[config.mk]
export PLATFORM = sky130hd
export DESIGN_NAME = keypad_encoder_event_queue_flat
export DESIGN_NICKNAME = d
export VERILOG_FILES = /design/src/keq_pkg.sv /design/src/keq_if.sv /design/src/keq_fifo.sv /design/src/keypad_encoder_event_queue.sv /design/src/flat_wrapper.sv
export VERILOG_INCLUDE_DIRS = /design/src /design/src/src
export SDC_FILE = /design/constraint.sdc
export NUM_CORES = 1
export LEC_CHECK = 0
export BUFFER_PORTS_ARGS = -buffer_cell sky130_fd_sc_hd__buf_2
export CAP_MARGIN = 40
export CORE_ASPECT_RATIO = 1.5
export CORE_MARGIN = 2
export CORE_UTILIZATION = 50
export CTS_CLUSTER_SIZE = 28
export DETAILED_ROUTE_END_ITERATION = 10
export PLACE_DENSITY = 0.69
export SETUP_SLACK_MARGIN = 0.1
export SLEW_MARGIN = 20
export SYNTH_ARGS = -nofsm -noshare
export SYNTH_HDL_FRONTEND = slang
export SYNTH_HIERARCHICAL = 1
export SYNTH_SLANG_ARGS = --single-unit
[constraint.sdc]
create_clock -name clk_i -period 5.3 [get_ports clk_i]
set_input_delay 0.265 -clock clk_i [delete_from_list [all_inputs] [get_ports clk_i]]
set_output_delay 0.265 -clock clk_i [all_outputs]
set_load 0.02 [all_outputs]
[src/keypad_encoder_event_queue_defines.svh]
// Assertion macros for the keypad and encoder event queue.
`ifndef KEYPAD_ENCODER_EVENT_QUEUE_DEFINES_SVH
`define KEYPAD_ENCODER_EVENT_QUEUE_DEFINES_SVH

`ifndef SYNTHESIS
// Checked on clk_i, off while rst_ni is low.
`define KEQ_ASSERT(name, prop, msg) \
  name: assert property (@(posedge clk_i) disable iff (!rst_ni) prop) else $error(msg);
// Checked on clk_i, also during reset.
`define KEQ_ASSERT_RST(name, prop, msg) \
  name: assert property (@(posedge clk_i) prop) else $error(msg);
`else
`define KEQ_ASSERT(name, prop, msg)
`define KEQ_ASSERT_RST(name, prop, msg)
`endif

`endif

[src/keq_pkg.sv]
// Types and constants shared by the keypad and encoder event queue.
`timescale 1ns / 1ps
package keq_pkg;

  localparam int unsigned SCAN_W = 24;
  localparam int unsigned CODE_W = 5;
  localparam int unsigned DIR_W  = 8;

  localparam logic [1:0] CMD_SCAN   = 2'd0;
  localparam logic [1:0] CMD_EDGE_A = 2'd1;
  localparam logic [1:0] CMD_EDGE_B = 2'd2;
  localparam logic [1:0] CMD_POP    = 2'd3;

  localparam logic [CODE_W-1:0] CODE_CW   = 5'd24;
  localparam logic [CODE_W-1:0] CODE_CCW  = 5'd25;
  localparam logic [CODE_W-1:0] CODE_NONE = 5'd26;

  localparam logic signed [DIR_W-1:0] DIR_MAX   = 8'sd127;
  localparam logic signed [DIR_W-1:0] DIR_MIN   = -8'sd127;
  localparam logic signed [DIR_W-1:0] CCW_LIMIT = -8'sd2;
  localparam logic signed [DIR_W-1:0] CW_LIMIT  = 8'sd2;

  typedef struct packed {
    logic [1:0]        cmd;
    logic [SCAN_W-1:0] scan_first;
    logic [SCAN_W-1:0] scan_second;
    logic              enc_a;
    logic              enc_b;
  } in_t;

  typedef struct packed {
    logic [CODE_W-1:0] key_code;
    logic              key_valid;
    logic [4:0]        fill_count;
    logic              scan_rejected;
  } out_t;

  typedef struct packed {
    logic              push;
    logic [CODE_W-1:0] code;
    logic              pop;
  } fifo_req_t;

endpackage

[src/keq_if.sv]
// Valid/ready channel interfaces for commands and results.
`timescale 1ns / 1ps
interface keq_in_if;
  logic         valid;
  logic         ready;
  keq_pkg::in_t data;

  modport source (output valid, output data, input ready);
  modport sink (input valid, input data, output ready);
endinterface

interface keq_out_if;
  logic          valid;
  logic          ready;
  keq_pkg::out_t data;

  modport source (output valid, output data, input ready);
  modport sink (input valid, input data, output ready);
endinterface

[src/keq_fifo.sv]
// Ring event queue that drops its oldest entry when pushed while full.
`timescale 1ns / 1ps
module keq_fifo #(
  parameter int unsigned DEPTH = 16,
  localparam int unsigned CNT_W = $clog2(DEPTH + 1)
) (
  input  logic                      clk_i,
  input  logic                      rst_ni,
  input  keq_pkg::fifo_req_t        req_i,
  output logic [CNT_W-1:0]          count_o,
  output logic [keq_pkg::CODE_W-1:0] rd_data_o
);
  import keq_pkg::*;

  localparam int unsigned IDX_W = $clog2(DEPTH);

  logic [CODE_W-1:0] mem [DEPTH];
  logic [CODE_W-1:0] rd_data_q;
  logic [IDX_W-1:0]  rd_q, rd_d, wr_q, wr_d;
  logic [IDX_W-1:0]  rd_inc, wr_inc;
  logic [CNT_W-1:0]  count_q, count_d;
  logic              full, empty, do_pop;

  assign full   = (count_q == CNT_W'(DEPTH));
  assign empty  = (count_q == '0);
  assign do_pop = req_i.pop && !empty;
  assign rd_inc = (rd_q == IDX_W'(DEPTH - 1)) ? '0 : rd_q + 1'b1;
  assign wr_inc = (wr_q == IDX_W'(DEPTH - 1)) ? '0 : wr_q + 1'b1;

  always_comb begin
    rd_d    = rd_q;
    wr_d    = wr_q;
    count_d = count_q;
    if (req_i.push) begin
      wr_d = wr_inc;
      if (full) begin
        // overwrite the oldest slot and move the head past it
        rd_d = rd_inc;
      end else begin
        count_d = count_q + 1'b1;
      end
    end else if (do_pop) begin
      rd_d    = rd_inc;
      count_d = count_q - 1'b1;
    end
  end

  always_ff @(posedge clk_i or negedge rst_ni) begin
    if (!rst_ni) begin
      rd_q    <= '0;
      wr_q    <= '0;
      count_q <= '0;
    end else begin
      rd_q    <= rd_d;
      wr_q    <= wr_d;
      count_q <= count_d;
    end
  end

  always_ff @(posedge clk_i) begin
    if (req_i.push) begin
      mem[wr_q] <= req_i.code;
    end
    if (do_pop) begin
      rd_data_q <= mem[rd_q];
    end
  end

  assign count_o   = count_q;
  assign rd_data_o = rd_data_q;

endmodule

[src/keypad_encoder_event_queue.sv]
// Top level: key release scanner, quadrature decoder and event queue.
//
//  channel  dir  handshake     payload
//  in_i     in   valid/ready   cmd, scan_first, scan_second, enc_a, enc_b
//  out_o    out  valid/ready   key_code, key_valid, fill_count, scan_rejected
//
// A matching scan pair walks the key positions after accept: one key position
// per cycle goes through the release check and the queue write.
// Rejected scans, encoder edges and pops go straight to the result step (pop
// waits on the registered queue read). One item is in work at a time.
// Asynchronous active-low reset clears control state; queue entries are not
// cleared. A result waits in the output register while the next item is
// taken; a finished item holds in its last step until that register frees.
`timescale 1ns / 1ps
`include "keypad_encoder_event_queue_defines.svh"
module keypad_encoder_event_queue #(
  parameter int unsigned QUEUE_DEPTH = 16,
  parameter int unsigned KEY_COUNT   = 24
) (
  input logic        clk_i,
  input logic        rst_ni,
  keq_in_if.sink     in_i,
  keq_out_if.source  out_o
);
  import keq_pkg::*;

  localparam int unsigned CNT_W  = $clog2(QUEUE_DEPTH + 1);
  localparam int unsigned KIDX_W = (KEY_COUNT > 1) ? $clog2(KEY_COUNT) : 1;

  localparam logic [1:0] ST_IDLE = 2'd0;
  localparam logic [1:0] ST_SCAN = 2'd1;
  localparam logic [1:0] ST_DONE = 2'd2;

  logic [1:0]              state_q, state_d;
  logic [KIDX_W-1:0]       key_idx_q, key_idx_d;
  logic [SCAN_W-1:0]       rel_q, rel_d;
  logic [SCAN_W-1:0]       image_q, image_d;
  logic signed [DIR_W-1:0] dir_q, dir_d, dir_up, dir_dn;
  logic                    rej_q, rej_d;
  logic                    got_q, got_d;
  logic                    out_valid_q, out_valid_d;
  out_t                    out_data_q, out_data_d;

  fifo_req_t               fifo_req;
  logic [CNT_W-1:0]        fifo_count;
  logic [CODE_W-1:0]       fifo_rd_data;

  logic                    accept, out_free, last_key;
  logic                    enc_push;
  logic [CODE_W-1:0]       enc_code;

  keq_fifo #(
    .DEPTH (QUEUE_DEPTH)
  ) u_fifo (
    .clk_i     (clk_i),
    .rst_ni    (rst_ni),
    .req_i     (fifo_req),
    .count_o   (fifo_count),
    .rd_data_o (fifo_rd_data)
  );

  assign in_i.ready  = (state_q == ST_IDLE);
  assign accept      = in_i.valid && in_i.ready;
  assign out_free    = !out_valid_q || out_o.ready;
  assign last_key    = (key_idx_q == KIDX_W'(KEY_COUNT - 1));
  assign out_o.valid = out_valid_q;
  assign out_o.data  = out_data_q;

  assign dir_up = (dir_q != DIR_MAX) ? dir_q + 8'sd1 : dir_q;
  assign dir_dn = (dir_q != DIR_MIN) ? dir_q - 8'sd1 : dir_q;

  // quadrature decoder, done in the accept cycle
  always_comb begin
    dir_d    = dir_q;
    enc_push = 1'b0;
    enc_code = CODE_CW;
    if (accept) begin
      case (in_i.data.cmd)
        CMD_EDGE_A: begin
          if (in_i.data.enc_a && in_i.data.enc_b) begin
            dir_d    = '0;
            enc_push = (dir_dn <= CCW_LIMIT);
            enc_code = CODE_CCW;
          end else if (in_i.data.enc_a ^ in_i.data.enc_b) begin
            dir_d = dir_up;
          end else if (dir_q < 8'sd0) begin
            dir_d = dir_dn;
          end
        end
        CMD_EDGE_B: begin
          if (in_i.data.enc_a && in_i.data.enc_b) begin
            dir_d    = '0;
            enc_push = (dir_up >= CW_LIMIT);
            enc_code = CODE_CW;
          end else if (in_i.data.enc_a ^ in_i.data.enc_b) begin
            dir_d = dir_dn;
          end else if (dir_q > 8'sd0) begin
            dir_d = dir_up;
          end
        end
        default: begin
          dir_d = dir_q;
        end
      endcase
    end
  end

  always_comb begin
    fifo_req.push = enc_push || ((state_q == ST_SCAN) && rel_q[0]);
    fifo_req.code = (state_q == ST_SCAN) ? CODE_W'(key_idx_q) : enc_code;
    fifo_req.pop  = accept && (in_i.data.cmd == CMD_POP);
  end

  // sequencer: one key position per cycle through the release check
  always_comb begin
    state_d     = state_q;
    key_idx_d   = key_idx_q;
    rel_d       = rel_q;
    image_d     = image_q;
    rej_d       = rej_q;
    got_d       = got_q;
    out_valid_d = out_valid_q;
    out_data_d  = out_data_q;

    if (out_o.ready) begin
      out_valid_d = 1'b0;
    end

    case (state_q)
      ST_IDLE: begin
        if (accept) begin
          rej_d   = 1'b0;
          got_d   = 1'b0;
          state_d = ST_DONE;
          if (in_i.data.cmd == CMD_SCAN) begin
            if (in_i.data.scan_first != in_i.data.scan_second) begin
              rej_d = 1'b1;
            end else begin
              rel_d     = ~image_q & in_i.data.scan_first;
              image_d   = in_i.data.scan_first;
              key_idx_d = '0;
              state_d   = ST_SCAN;
            end
          end else if (in_i.data.cmd == CMD_POP) begin
            got_d = (fifo_count != '0);
          end
        end
      end
      ST_SCAN: begin
        rel_d     = rel_q >> 1;
        key_idx_d = key_idx_q + 1'b1;
        if (last_key) begin
          state_d = ST_DONE;
        end
      end
      ST_DONE: begin
        if (out_free) begin
          out_valid_d              = 1'b1;
          out_data_d.key_code      = got_q ? fifo_rd_data : CODE_NONE;
          out_data_d.key_valid     = got_q;
          out_data_d.fill_count    = 5'(fifo_count);
          out_data_d.scan_rejected = rej_q;
          state_d                  = ST_IDLE;
        end
      end
      default: begin
        state_d = ST_IDLE;
      end
    endcase
  end

  always_ff @(posedge clk_i or negedge rst_ni) begin
    if (!rst_ni) begin
      state_q     <= ST_IDLE;
      key_idx_q   <= '0;
      image_q     <= '1;
      dir_q       <= '0;
      rej_q       <= 1'b0;
      got_q       <= 1'b0;
      out_valid_q <= 1'b0;
    end else begin
      state_q     <= state_d;
      key_idx_q   <= key_idx_d;
      image_q     <= image_d;
      dir_q       <= dir_d;
      rej_q       <= rej_d;
      got_q       <= got_d;
      out_valid_q <= out_valid_d;
    end
  end

  always_ff @(posedge clk_i) begin
    rel_q      <= rel_d;
    out_data_q <= out_data_d;
  end

  `KEQ_ASSERT(a_fill_bound, fifo_count <= CNT_W'(QUEUE_DEPTH), "queue count above depth")
  `KEQ_ASSERT(a_pop_drains, (accept && (in_i.data.cmd == CMD_POP) && (fifo_count != '0)) |=> (fifo_count == $past(fifo_count) - 1'b1), "pop did not drain one entry")
  `KEQ_ASSERT(a_reject_no_key, (out_valid_q && out_data_q.scan_rejected) |-> !out_data_q.key_valid, "rejected scan carries a key")
  `KEQ_ASSERT(a_valid_code, (out_valid_q && out_data_q.key_valid) |-> (out_data_q.key_code != CODE_NONE), "popped event reads as none")
  `KEQ_ASSERT_RST(a_reset_quiet, !rst_ni |-> (!out_valid_q && (fifo_count == '0)), "output or queue live in reset")

endmodule

[src/flat_wrapper.sv]
// flat-port wrapper written by rule: the top's interface ports become plain ports
module keypad_encoder_event_queue_flat import keq_pkg::*;
#(
  parameter int unsigned QUEUE_DEPTH = 16,
  parameter int unsigned KEY_COUNT   = 24
)
  (clk_i, rst_ni, in_i_valid, in_i_data, in_i_ready, out_o_valid, out_o_data, out_o_ready);
  keq_in_if in_i_i ();
  keq_out_if out_o_i ();
  input logic clk_i;
  input logic rst_ni;
  input wire logic [$bits(in_i_i.valid)-1:0] in_i_valid;
  input wire logic [$bits(in_i_i.data)-1:0] in_i_data;
  output wire logic [$bits(in_i_i.ready)-1:0] in_i_ready;
  output wire logic [$bits(out_o_i.valid)-1:0] out_o_valid;
  output wire logic [$bits(out_o_i.data)-1:0] out_o_data;
  input wire logic [$bits(out_o_i.ready)-1:0] out_o_ready;
  assign in_i_i.valid = in_i_valid;
  assign in_i_i.data = in_i_data;
  assign in_i_ready = in_i_i.ready;
  assign out_o_valid = out_o_i.valid;
  assign out_o_data = out_o_i.data;
  assign out_o_i.ready = out_o_ready;
  keypad_encoder_event_queue #(.QUEUE_DEPTH(QUEUE_DEPTH), .KEY_COUNT(KEY_COUNT)) u_core (.clk_i(clk_i), .rst_ni(rst_ni), .in_i(in_i_i), .out_o(out_o_i));
endmodule
# [After elaboration in Yosys (flattened, before gate mapping)]
# Memory sizes are Yosys's and may differ from the RTL's. A register that Yosys moved wholly into a read port is not among the register bits.
# Cells that the tools add are included.
# W data, S select, Z words.
[word_totals] register_bits=91 mem_bits_rw=80 input_bits=56 out_inout_bits=14 n_memories=1
[classes] addsub=7 n_lt_le_gt_ge=4 n_eq_ne=21 muxes=48 bitwise_logic=4 reduce_logical=24
[memory_table] memory="u_core.u_fifo.mem" words=16 width=5 rd=1 rd_ports_with_merged_regs=1 write_ports=1 line_no="keq_fifo.sv:17" source="logic [CODE_W-1:0] mem [DEPTH];"
[ops] cell="$mux W24" count=3
[ops] cell="$mux W8" count=8
[ops] cell="$pmux W24 S2" count=1
[ops] cell="$mux W5" count=9
[ops] cell="$and A24 B24 Y24" count=1
[ops] cell="$ne A24 B24 Y1" count=1
[ops] cell="$not A24 Y24" count=1
[ops] cell="$mux W4" count=5
[ops] cell="$ne A8 B8 Y1 const B" count=2
[ops] cell="$pmux W8 S2" count=1
[ops] cell="$mux W1" count=13
[ops] cell="$reduce_and A4 Y1" count=3
[ops] cell="$add A5 B1 Y5 const B" count=2
[ops] cell="$eq A5 B5 Y1 const B" count=2
[ops] cell="$mux W2" count=5
[ops] cell="$ne A2 B2 Y1 const B" count=5
[ops] cell="$pmux W5 S2" count=1
[ops] cell="$add A4 B1 Y4 const B" count=2
[ops] cell="$add A8 B2 Y8 const B" count=1
[ops] cell="$eq A4 B4 Y1 const B" count=2
[ops] cell="$ge A8 B3 Y1 const B" count=1
[ops] cell="$gt A8 B1 Y1 const B" count=1
[ops] cell="$le A8 B2 Y1 const B" count=1
[ops] cell="$lt A8 B1 Y1 const B" count=1
[ops] cell="other kinds (19)" count=36

# [Longest topological paths before layout]
[logic_depth] word_depth=9 mapped_depth=15

# [Cells and area by module]
# Netlist, hierarchy kept.
[by_module_without_submodules] mod="keypad_encoder_event_queue" n_inst=1 cells_per_inst=413 area_each_um2=4331.7
[by_module_without_submodules] mod="keq_fifo" n_inst=1 cells_per_inst=253 area_each_um2=4113.9

# [Worst setup path before layout]
# No wires, ideal clock.
[synth_path] path_kind="reg-to-reg" start="register u_core.dir_q[1]" end="memory u_core.u_fifo.mem[0][0] (enable)" t_arrival_ns=2.745 slack_ns=2.182 stages_incl_launch_ff=11 synth_period_minus_slack_ns=3.118 cell_sequence="dfrtp_1 > clkbuf_1 > or2_2 > nor4_1 > mux2_2 > nand4_1 > o221a_2 > clkbuf_1 > clkbuf_1 > nand2_1 > nor3_1"
[synth_rtl] element="from (decl)" line_no="keypad_encoder_event_queue.sv:38" source="logic signed [DIR_W-1:0] dir_q, dir_d, dir_up, dir_dn;"
[synth_rtl] element="from (signal assigned)" line_no="keypad_encoder_event_queue.sv:185" source="dir_q <= dir_d;"
[synth_rtl] element="to (decl)" line_no="keq_fifo.sv:17"

==> impl_results.md <==
* Drt pass-1 iters at 5
* Core area at 16700 sq um
* # hold bufs at CTS at 0
* Share of flip-flops with an asynchronous set or reset at a little under a third
* Initial Util at 50.6%
* Vias per inst at approximately 5.7
* Final Critical Period at roughly 3.4 ns
* Post-DP HPWL at around 13 mm
* Rel. slew slack at ~48%
* Setup_tns at 0 ns
* Clock Sinks at 176
* Worst-path fanout max at 18
* Synth area leaders: edfxtp_1 (43%), dfrtp_1 (9.2%), dfstp_2 (7.5%), nand2_1 (3.7%), mux2_2 (3.3%)
* Ratio of cells with drive above 1 in the final layout at roughly a quarter
* Finish-stage setup viols at 0
* Worst setup EP type: flop
* Clk pwr share at a little under a third
* Synthesized cell area at between 8000 and 9000 sq um
* Clk_lat worst skew at ~0.43 ns
* Die footprint at approximately 18000 sq um
* Placed Cells at 923
* CTS tree: yes
* Internal power at between 2 and 3 mW
* Max_cap viols at 0
* Worst hold slack at -0.0266 ns
* Failing checks: negative hold slack
* WP data required at between 5 and 6 ns
* Crit path kind: reg -> reg
* H-tree Lvls at 4
* Pwr dens at slightly above 400 nW/um^2
* Post-Layout Cell Count at roughly 960
* Worst Setup SP: u_core/dir_q[2]
* Fillers at between 1k and 1.5k
* Max Freq at 298 MHz
* Layout Cell Area excl Fill at between 9000 and 10000 sq um
* Final #Nets at between 800 and 900
* Worst setup SP type: flop
* Total wire length at 17.4 mm
* Clock buffer depth at 2
* Root Buffer: clkbuf_16
* RR Startpoint: u_core/dir_q[2]
* First-pass GRT wire length at 27.9 mm
* Yosys warning count at 6
* Status: complete, but fails checks
* Register area share after synthesis at between 50% and 60%
* DRC violations left at 0
* Initial DRC Count at ~260
* Final worst-path cycle share at roughly 63%
* Max IR drop VDD at ~0.22 mV
* Die Ht at 163 um
* Synthesis-to-finish area growth at 13.7%
* # rows at 58
* Final Hold Viols at 14
* Logic pwr share at between 20% and 30%
* Port-buffer cells at slightly below 70
* DIE WIDTH at around 110 um
* Final Skew at between 0.01 and 0.015 ns
* Syn nets at between 700 and 800
* WP data arrival at between 3 and 4 ns
* Cells after synthesis at 666
* Slew @ Worst Pin at 0.775 ns
* Reg power frac at 45.0%
* Sw Share at 33.1%
* Synth Flop Type: edfxtp_1
* Clock slew at reported path FFs at ~0.07 ns
* Number of global-route vias before repair at between 5k and 6k
* Mean Syn Cell Area at ~13 sq um
* Switch Pwr at between 1 and 1.5 mW
* Cell taking the most area after synthesis: edfxtp_1
* RSZ-0062 raised after global routing: false
* Post-CTS setup buffers at 0
* Min-Delay Path Class: in -> async
* Routability congestion estimate at a little over 0.8
* Largest net degree at the start of global routing at 56
* IO Count at 70
* Antenna-violating nets left at 0
* Synth top area share at 43.0%
* DR vias at 5406
* Number of synthesized register bits at about 180
* Cts repair resizes at 0
* Lkg Pwr at between 3 and 4 nW
* Dpl cell area at about 9000 sq um
* Ant diodes at 0
* Yosys cell types at roughly 60
* Post-synth EDFFs at ~120
* CTS Buf Count at 17
* Global-route congestion overflow total at 0
* Total global-route track usage at around a fifth
* Initial antenna violation count at 0
* Avg WL per Cell at 18.2 um
* Pins Over Slew Limit at 0
-- layout by cell type (no fill, tap or decap), types with 23 or more instances in the layout --
cell type / count
mux2_2: 25
buf_2: 69
edfxtp_1: 121
nor2_1: 32
o21ai_0: 24
dfrtp_1: 31
dfstp_2: 24
nand2_1: 83
nand3b_1: 24
xor2_1: 28
mux2i_1: 23
-- metrics by stage --
step | setup slack (ns) | util (%) | hold slack, ns | power [mW]
3_3_place_gp | 2.12 | 53.6 | 0.453 | 2.71
5_1_grt | 1.68 | 57.5 | 0.0324 | 4.17
3_5_place_dp | 1.97 | 54.0 | 0.468 | 2.74
6_report | 1.94 | 57.5 | -0.0266 | 3.96
2_1_floorplan | 2.18 | - | -0.0306 | 2.49
4_1_cts | 1.96 | 57.5 | 0.0136 | 3.98
-- registers in the layout, summed over array words and instances (netlist names), 5 cells and up --
signal                   cells
u_core/rel_q                24
u_core/out_o.data           12
u_core/u_fifo/rd_data_o      5
u_core/key_idx_q             5
u_core/u_fifo/mem           80
u_core/u_fifo/count_o        5
u_core/dir_q                 8
u_core/image_q              24
-- layer usage --
metal	vias to the layer above	track usage [%]	wire (um)
met2	134	37.0	9560
met4	0	7.90	423
met1	2664	24.4	6770
met5	-	0	0
li1	2584	-	-
met3	24	3.27	622
-- worst max-delay path, stage by stage, from the launching register on --
cell and delay [ns]:
dfrtp_1 0.61, nand3_1 0.23, o31a_1 0.34, o21ai_0 0.20, o211a_1 0.17, o221a_2 0.42, inv_1 0.17, ha_1 0.38
a21o_1 0.21, a21oi_1 0.18, mux4_2 0.32
-- kinds of logic (layout without fill, tap and decap cells) --
group	count (synthesis)	count (layout)	share of synthesized area (%)
AOI/OAI and AO/OA	91	91	7.44
xor gates and xnor gates	34	34	3.53
adders and majority gates	21	21	3.20
buffers and inverters	54	133	2.65
DFF	176	176	59.7
muxes	64	64	9.75
and+or+nand+nor	226	226	13.8
-- power groups by stage --
stage	registers, mW	logic [mW]	clock network, mW
after floorplan	1.70	0.786	0
after global placement	1.80	0.907	0
after detailed placement	1.81	0.936	0
after CTS	1.78	0.947	1.25
after global routing	1.81	1.05	1.31
final	1.78	0.945	1.23
-- path summary, 6_finish.rpt --
check / to / slack [ns] / depth (start not counted)
max: u_core/u_fifo/count_o[4] / 1.94 / 10
min in group clk_i: u_core/out_o.valid / 0.05 / 2
max reg2reg: u_core/u_fifo/count_o[4] / 1.94 / 10
min reg2reg: u_core/out_o.data[0] / 0.50 / 0
min: u_core/dir_q[1] / -0.03 / 2
max in group asynchronous: u_core/key_idx_q[1] / 4.79 / 2
-- cell usage after synthesis, types with 22 or more instances --
library cell and number:
clkbuf_1 25, dfrtp_1 31, dfstp_2 24, edfxtp_1 121, inv_1 22, mux2_2 25, mux2i_1 23, nand2_1 83
nand3b_1 24, nor2_1 32, o21ai_0 25, xor2_1 28
-- final cells by class --
type	instances	area, sq um	share of cell area, %
Clock buffer	17	425	4.43
Timing Repair Buffer	79	432	4.50
Tap cell	210	263	2.74
Clock inverter	15	168	1.75
Inverter	22	82.6	0.860
Multi-Input combinational cell	436	3190	33.2
Sequential cell	176	5040	52.5
Power figures use the tool's default switching activity.
